$ cat config.mk
export PLATFORM = sky130hd
export DESIGN_NAME = smb_lane_unit
export DESIGN_NICKNAME = d
export VERILOG_FILES = /design/src/design/smb_pkg.sv /design/src/design/smb_lane_unit.sv
export SDC_FILE = /design/constraint.sdc
export NUM_CORES = 1
export LEC_CHECK = 0
export BUFFER_PORTS_ARGS = -buffer_cell sky130_fd_sc_hd__buf_4
export CAP_MARGIN = 15
export CELL_PAD_IN_SITES_DETAIL_PLACEMENT = 2
export CELL_PAD_IN_SITES_GLOBAL_PLACEMENT = 2
export CORE_ASPECT_RATIO = 1.1
export CORE_MARGIN = 1.5
export CORE_UTILIZATION = 15
export DETAILED_ROUTE_END_ITERATION = 7
export PLACE_DENSITY = 0.89
export SETUP_SLACK_MARGIN = 0.15
export SYNTH_ARGS = -nofsm -noshare
export SYNTH_HDL_FRONTEND = slang
export SYNTH_SLANG_ARGS = --single-unit
$ cat constraint.sdc
create_clock -name vclk -period 5.4
set_clock_uncertainty 0.1 [all_clocks]
set_input_delay 1.62 -clock vclk [all_inputs]
set_output_delay 1.62 -clock vclk [all_outputs]
set_load 0.05 [all_outputs]
$ cat src/design/smb_pkg.sv
package smb_pkg;

    // Store geometry
    localparam int STORE_BYTES  = 8192;
    localparam int LINE_COUNT   = STORE_BYTES / 8;
    localparam int ADDR_W       = (LINE_COUNT > 1) ? $clog2(LINE_COUNT) : 1;
    localparam int ADDR_FIELD_W = 16;
    localparam int LINE_LSB     = 3;
    localparam int LINE_IDX_W   = ADDR_FIELD_W - LINE_LSB;
    localparam logic [LINE_IDX_W:0] LINE_LIMIT = (LINE_IDX_W + 1)'(LINE_COUNT);
    localparam logic [ADDR_W-1:0]   LAST_LINE  = ADDR_W'(LINE_COUNT - 1);

    // Bus widths
    localparam int DATA_W = 64;
    localparam int BE_W   = 8;
    localparam int ERR_W  = 2;
    localparam int WORD_W = 32;

    // Response codes
    localparam logic [ERR_W-1:0] ERR_OK     = 2'd0;
    localparam logic [ERR_W-1:0] ERR_BAD    = 2'd1;
    localparam logic [ERR_W-1:0] ERR_DOUBLE = 2'd2;

    // Access direction
    localparam logic OP_READ  = 1'b0;
    localparam logic OP_WRITE = 1'b1;

    // Legal byte enable patterns
    localparam logic [BE_W-1:0] BE_B0 = 8'h01;
    localparam logic [BE_W-1:0] BE_B1 = 8'h02;
    localparam logic [BE_W-1:0] BE_B2 = 8'h04;
    localparam logic [BE_W-1:0] BE_B3 = 8'h08;
    localparam logic [BE_W-1:0] BE_B4 = 8'h10;
    localparam logic [BE_W-1:0] BE_B5 = 8'h20;
    localparam logic [BE_W-1:0] BE_B6 = 8'h40;
    localparam logic [BE_W-1:0] BE_B7 = 8'h80;
    localparam logic [BE_W-1:0] BE_H0 = 8'h03;
    localparam logic [BE_W-1:0] BE_H1 = 8'h0C;
    localparam logic [BE_W-1:0] BE_H2 = 8'h30;
    localparam logic [BE_W-1:0] BE_H3 = 8'hC0;
    localparam logic [BE_W-1:0] BE_W0 = 8'h0F;
    localparam logic [BE_W-1:0] BE_W1 = 8'hF0;

    // Semaphore values
    localparam logic [WORD_W-1:0] SEM_FREE   = 32'd0;
    localparam logic [WORD_W-1:0] SEM_LOCKED = 32'd1;
    localparam logic [WORD_W-1:0] SEM_TWICE  = 32'd2;

    typedef enum logic [1:0] {
        LANE_NONE,
        LANE_BYTE,
        LANE_HALF,
        LANE_WORD
    } lane_size_t;

    // Outcome of one access against one line
    typedef struct packed {
        logic [DATA_W-1:0] rdata;
        logic [ERR_W-1:0]  err;
        logic              store;
        logic [DATA_W-1:0] line;
    } lane_res_t;

    function automatic lane_size_t lane_size(input logic [BE_W-1:0] be);
        lane_size_t sz;
        case (be)
            BE_B0, BE_B1, BE_B2, BE_B3,
            BE_B4, BE_B5, BE_B6, BE_B7: sz = LANE_BYTE;
            BE_H0, BE_H1, BE_H2, BE_H3: sz = LANE_HALF;
            BE_W0, BE_W1:               sz = LANE_WORD;
            default:                    sz = LANE_NONE;
        endcase
        return sz;
    endfunction

    // One enable bit per byte turned into a bit mask
    function automatic logic [DATA_W-1:0] byte_mask(input logic [BE_W-1:0] be);
        logic [DATA_W-1:0] m;
        for (int k = 0; k < BE_W; k++)
        begin
            m[k*8 +: 8] = {8{be[k]}};
        end
        return m;
    endfunction

endpackage

$ cat src/design/smb_lane_unit.sv
module smb_lane_unit (
    input  logic                          opcode,
    input  logic                          in_range,
    input  logic [smb_pkg::BE_W-1:0]      byte_enable,
    input  logic [smb_pkg::DATA_W-1:0]    write_data,
    input  logic [smb_pkg::DATA_W-1:0]    old_line,
    output smb_pkg::lane_res_t            res
);

    import smb_pkg::*;

    lane_size_t        size;
    logic [DATA_W-1:0] mask;
    logic [WORD_W-1:0] old_word;
    logic [WORD_W-1:0] new_word;
    logic [WORD_W-1:0] put_word;
    logic [WORD_W-1:0] ret_word;
    logic [DATA_W-1:0] kept;
    logic              upper;

    assign size     = lane_size(byte_enable);
    assign mask     = byte_mask(byte_enable);
    assign upper    = !byte_enable[0];
    assign old_word = upper ? old_line[DATA_W-1:WORD_W] : old_line[WORD_W-1:0];
    assign new_word = upper ? write_data[DATA_W-1:WORD_W] : write_data[WORD_W-1:0];
    assign kept     = old_line & ~mask;

    // Semaphore value written and value returned
    always_comb
    begin
        if (opcode == OP_WRITE)
        begin
            put_word = (new_word == SEM_LOCKED && old_word == SEM_LOCKED) ? SEM_TWICE : new_word;
        end
        else
        begin
            put_word = SEM_LOCKED;
        end
        ret_word = (old_word == SEM_TWICE) ? SEM_LOCKED : old_word;
    end

    // Access outcome
    always_comb
    begin
        res.rdata = '0;
        res.err   = ERR_OK;
        res.store = 1'b0;
        res.line  = old_line;
        if (!in_range || size == LANE_NONE)
        begin
            res.err = ERR_BAD;
        end
        else if (size != LANE_WORD)
        begin
            if (opcode == OP_WRITE)
            begin
                res.store = 1'b1;
                res.line  = kept | (write_data & mask);
            end
            else
            begin
                res.rdata = old_line & mask;
            end
        end
        else if (opcode == OP_WRITE)
        begin
            if (new_word == SEM_LOCKED && old_word == SEM_TWICE)
            begin
                res.err = ERR_DOUBLE;
            end
            else
            begin
                res.store = 1'b1;
                res.line  = kept | (upper ? {put_word, {WORD_W{1'b0}}}
                                          : {{WORD_W{1'b0}}, put_word});
            end
        end
        else
        begin
            res.rdata = upper ? {ret_word, {WORD_W{1'b0}}} : {{WORD_W{1'b0}}, ret_word};
            if (old_word == SEM_FREE)
            begin
                res.store = 1'b1;
                res.line  = kept | (upper ? {put_word, {WORD_W{1'b0}}}
                                          : {{WORD_W{1'b0}}, put_word});
            end
        end
    end

endmodule

==> results by group, run 1 <==
Run status
  – Run status: did not finish
  – Failed at: global routing (5_1_grt)
  – First Error: [ERROR GRT-0232] Routing congestion too high. Check the congestion heatmap in the GUI.

Floorplan
  – Die Ht: 138 um
  – I/O pin count: 269
  – Rows: 49
  – Initial core utilization: 15.2%
  – Die X: 125 um

Logic synthesis
  – Net count after synthesis: 575
  – Area leader, netlist: and3_1
  – Fraction of the yosys area taken by sequential cells: 0%
  – Avg Inst Size Synth: 5.65 um2
  – Synth top area share: 16.5%
  – Synth cell types: 52
  – Mapped Area: 0.00247 mm2
  – Ranking of synthesized cells by area: and3_1 (16%), o21ai_0 (13%), nand2_1 (11%), nor4_1 (6.6%), a21oi_1 (6.3%)
  – Cells after Synth: 437
  – Yosys synthesis warning count: 0

Place
  – DP Worst Slack: -0.928 ns
  – DP HPWL: 23900 um
  – Number of port buffers: 269
  – GPL Wtd Cong: 0.994

Global routing
  – Global route overflow: 122
  – Pin count of the biggest net entering global routing: 21
  – GRT Total Usage: 63.8%

Clock network
  – Hold-fix buffers, CTS: 0

Timing
  – Crit. endpoint post-GRT repair: res[32]
  – Worst ep type: primary output
[Yosys cell counts, types with 2 or more instances]
cell type	number
o211ai_2	2
and3b_1	2
nor2_1	14
inv_1	18
nor2_2	3
o21ai_0	62
o21ai_1	10
a31oi_1	4
nand2b_1	3
o211ai_1	5
and3_1	65
nand3_1	12
buf_2	4
o21ai_2	4
mux2i_1	4
a31oi_2	2
a22o_1	14
mux2_2	2
nand2_1	71
nand3_2	2
a22oi_1	2
nor3_1	11
nor3b_1	2
and2_1	3
clkbuf_1	23
nand4_1	9
or4_1	2
nor4_1	26
xor2_1	2
o2111ai_2	2
a21oi_1	31
[per-stage QoR]
stage | utilization [%] | area (um2) | std cells
floorplan | - | 3450 | 437
global placement | 44.0 | 7140 | 1078
detailed placement | 44.0 | 7140 | 1078
CTS | 54.9 | 8920 | 1101
[cell families after synthesis]
family	synth area share, %
buf+inv	7.20
mux	2.54
simple gates	49.7
compound gates	39.5
xor+xnor	1.07
[metal layers]
metal / overflow / global-route usage [%]
met1: 0 / 58.0
met2: 61 / 95.4
met3: 1 / 33.0
met4: 60 / 76.1
met5: 0 / 6.76
[timing repair]
action	in CTS
setup endpoints to repair	131
gates cloned	5
buffers inserted	18
pin swaps	75
gates resized for setup	356
==> run 2, diff against run 1 <==
==> config.mk (replaced) <==
export PLATFORM = sky130hd
export DESIGN_NAME = smb_lane_unit
export DESIGN_NICKNAME = d
export VERILOG_FILES = /design/src/design/smb_pkg.sv /design/src/design/smb_lane_unit.sv
export SDC_FILE = /design/constraint.sdc
export NUM_CORES = 1
export LEC_CHECK = 0
export BUFFER_PORTS_ARGS = -buffer_cell sky130_fd_sc_hd__buf_4
export CAP_MARGIN = 15
export CORE_AREA = 2 2 104 106
export DETAILED_ROUTE_END_ITERATION = 7
export DIE_AREA = 0 0 106 108
export PLACE_DENSITY_LB_ADDON = 0.15
export SYNTH_ARGS = -nofsm -noshare
export SYNTH_HDL_FRONTEND = slang
export SYNTH_SLANG_ARGS = --single-unit
==> run 2 against run 1 <==
Net effect:
- the flow now finishes, with violations (negative setup slack)
- synthesized cell count did not move
- area after synthesis did not move
==> results by group, run 2 <==
Run status
  – Run status: finished with violations (was did not finish)
  – Failing checks: negative setup slack

Run
  – Max-cap violations: 0

Finish
  – Final net count: 976
  – Area delta synth->final: 195%
  – FILL cells: 773
  – Commonest non-fill, non-tap cell in the layout: buf_4
  – Number of flip-flops and latches: 0
  – Layout cells sized above 1: 76.8%
  – FF+latch area: 0 um2
  – Ant diodes: 0
  – Clock buf count: 0
  – Non-filler cells, final: 972
  – Commonest non-fill, non-tap cells in the layout: buf_4 (335), buf_6 (57), and3_2 (50)

Logic synthesis
  – Compound-Gate Fraction of Synth Area: 39.5% (unchanged)
  – Synth top area share: 16.5% (unchanged)
  – Avg Inst Size Synth: 5.65 um2 (unchanged)
  – Cell with the most instances after synthesis: nand2_1 (unchanged)
  – Area leader, netlist: and3_1 (unchanged)
  – Post-Synth Adder-Cell Area: 0% (unchanged)
  – Mapped Area: 0.00247 mm2 (unchanged)
  – Synth Area in Simple Gates: 49.7% (unchanged)
  – Fraction of the yosys area taken by sequential cells: 0% (unchanged)
  – Ranking of synthesized cells by area: and3_1 (16%), o21ai_0 (13%), nand2_1 (11%), nor4_1 (6.6%), a21oi_1 (6.3%) (unchanged)
  – Synth cell types: 52 (unchanged)
  – Synth Area in XOR/XNOR: 1.06% (unchanged)
  – Commonest cells post-synth: nand2_1 (71), and3_1 (65), o21ai_0 (62) (unchanged)
  – Cells after Synth: 437 (unchanged)
  – Main combinational cell family by area after synthesis: simple AND/OR/NAND/NOR gates (unchanged)
  – Post-synthesis mux area share: 2.54% (unchanged)
  – Net count after synthesis: 575 (unchanged)
  – Yosys synthesis warning count: 0 (unchanged)

Floorplan
  – Core Box Area: 0.0102 mm2
  – I/O pin count: 269 (unchanged)
  – Die X: 106 um (was 125 um)
  – Die area: 0.0114 mm2
  – Die Ht: 108 um (was 138 um)
  – Initial core utilization: 24.1% (was 15.2%)
  – Rows: 37 (was 49)

Detailed routing
  – Final antenna-violating net count: 0
  – Total Wirelength: 19800 um
  – Initial DRC Count: 285
  – Vias: 5323
  – Vias per inst: 5.48
  – DRT Pass-1 Iters: 5
  – Number of remaining DRC errors: 0
  – Routed WL per cell: 20.3 um

Pwr
  – Power Total: 625 uW
  – Leakage power: 0.00351 uW
  – PD cells: 85.8 mW/mm2
  – Peak supply drop: 0.0695 mV

Critical path
  – Worst EP arrival: 3.87 ns
  – CP required: 3.68 ns
  – WS Path Type: input pin to output pin
  – Critical path endpoint category: output pin
  – CP Max Fanout: 5
  – Worst Setup Start Kind: input pin

Global routing
  – Initial antenna violation count: 0
  – GRT met3 Usage: 3.19%
  – Global route overflow: 0
  – Busiest grt layer: met2
  – Pin count of the biggest net entering global routing: 36
  – First-pass GRT wire length: 28300 um
  – GRT Total Usage: 30.8%
  – Vias in the first global route: 5142
  – Met1 usage: 38.2%
  – Grt met2 use: 57.3%

Timing
  – Hold slack: 3.49 ns
  – Setup Total Neg Slack: -14.23 ns
  – Final setup vio count: 127
  – Slew Limit Headroom: 67.2%
  – Final Hold Viols: 0
  – Fin. max-slew vios: 0
  – Crit share post-route: 104%
  – Final WS setup: -0.194 ns
  – RSZ-0062 raised after global routing: true
  – Fin crit period: 5.59 ns
  – Slew @ Worst Pin: 0.489 ns
  – Max frequency: 179 MHz

Clock network
  – Hold-fix buffers, CTS: 0 (unchanged)

Place
  – GPL Wtd Cong: 0.920 (was 0.994)
  – Inst Count DP: 963 (was 1078)
  – Number of port buffers: 269 (unchanged)
  – DP HPWL: 15300 um (was 23900 um)

Min path
  – Worst min path class: input pin to output pin
==> run 2: cell type report <==
class              instances  area, um2  share of cell area [%]
inverters                 19       75.1                    1.03
well taps                136        170                    2.33
repair buffers           426       3720                    51.0
multi-input cells        391       3330                    45.6
==> run 2: layer usage <==
metal	vias to the layer above	share of wire [%]
li1	2464	-
met2	247	52
met5	-	0
met3	47	5.7
met1	2565	39
met4	0	2.9
==> run 2: timing repair <==
item	4_1_cts	5_1_grt
endpoints found under the setup margin	130	130
cloned	0	1
endpoints found under the hold margin	0	0
resized for setup	175	55
pin swaps	47	34
buffers inserted	4	8
==> run 2: worst paths after layout <==
path              slack [ns]      end  cells after the start            from
setup / recovery       -0.19   res[0]                     12    old_line[21]
hold / removal          3.49  res[52]                      4  write_data[52]
==> run 2: critical path, stage by stage <==
cell	delay [ns]
buf_6	0.10
nor4_4	0.28
buf_4	0.17
nand3_4	0.06
a221oi_4	0.37
and3_4	0.32
nand2_4	0.08
buf_6	0.12
a21oi_4	0.21
o21ai_2	0.07
o211ai_1	0.22
buf_4	0.25
==> run 2: cell families after synthesis <==
family | after synthesis
buffers and inverters | 46
multiplexers | 6
AND/OR/NAND/NOR | 230
AO/OA/AOI/OAI | 152
XOR/XNOR | 3
==> run 2: stage by stage <==
stage / cell area [um2] / util, % / setup WS [ns]
3_3_place_gp: 6270 / 61.3 / -0.507
2_1_floorplan: 3000 / - / -0.137
4_1_cts: 6940 / 67.8 / -0.173
6_report: 7290 / 71.2 / -0.194
3_5_place_dp: 6270 / 61.3 / -0.514
5_1_grt: 7290 / 71.2 / -0.290
==> run 2: where the power goes <==
part,leakage [uW],internal (uW),switching (uW)
clock network,0,0,0
logic,0.00351,274,351
registers,0,0,0
total,0.00351,274,351
(Power assumes the default switching activity.)
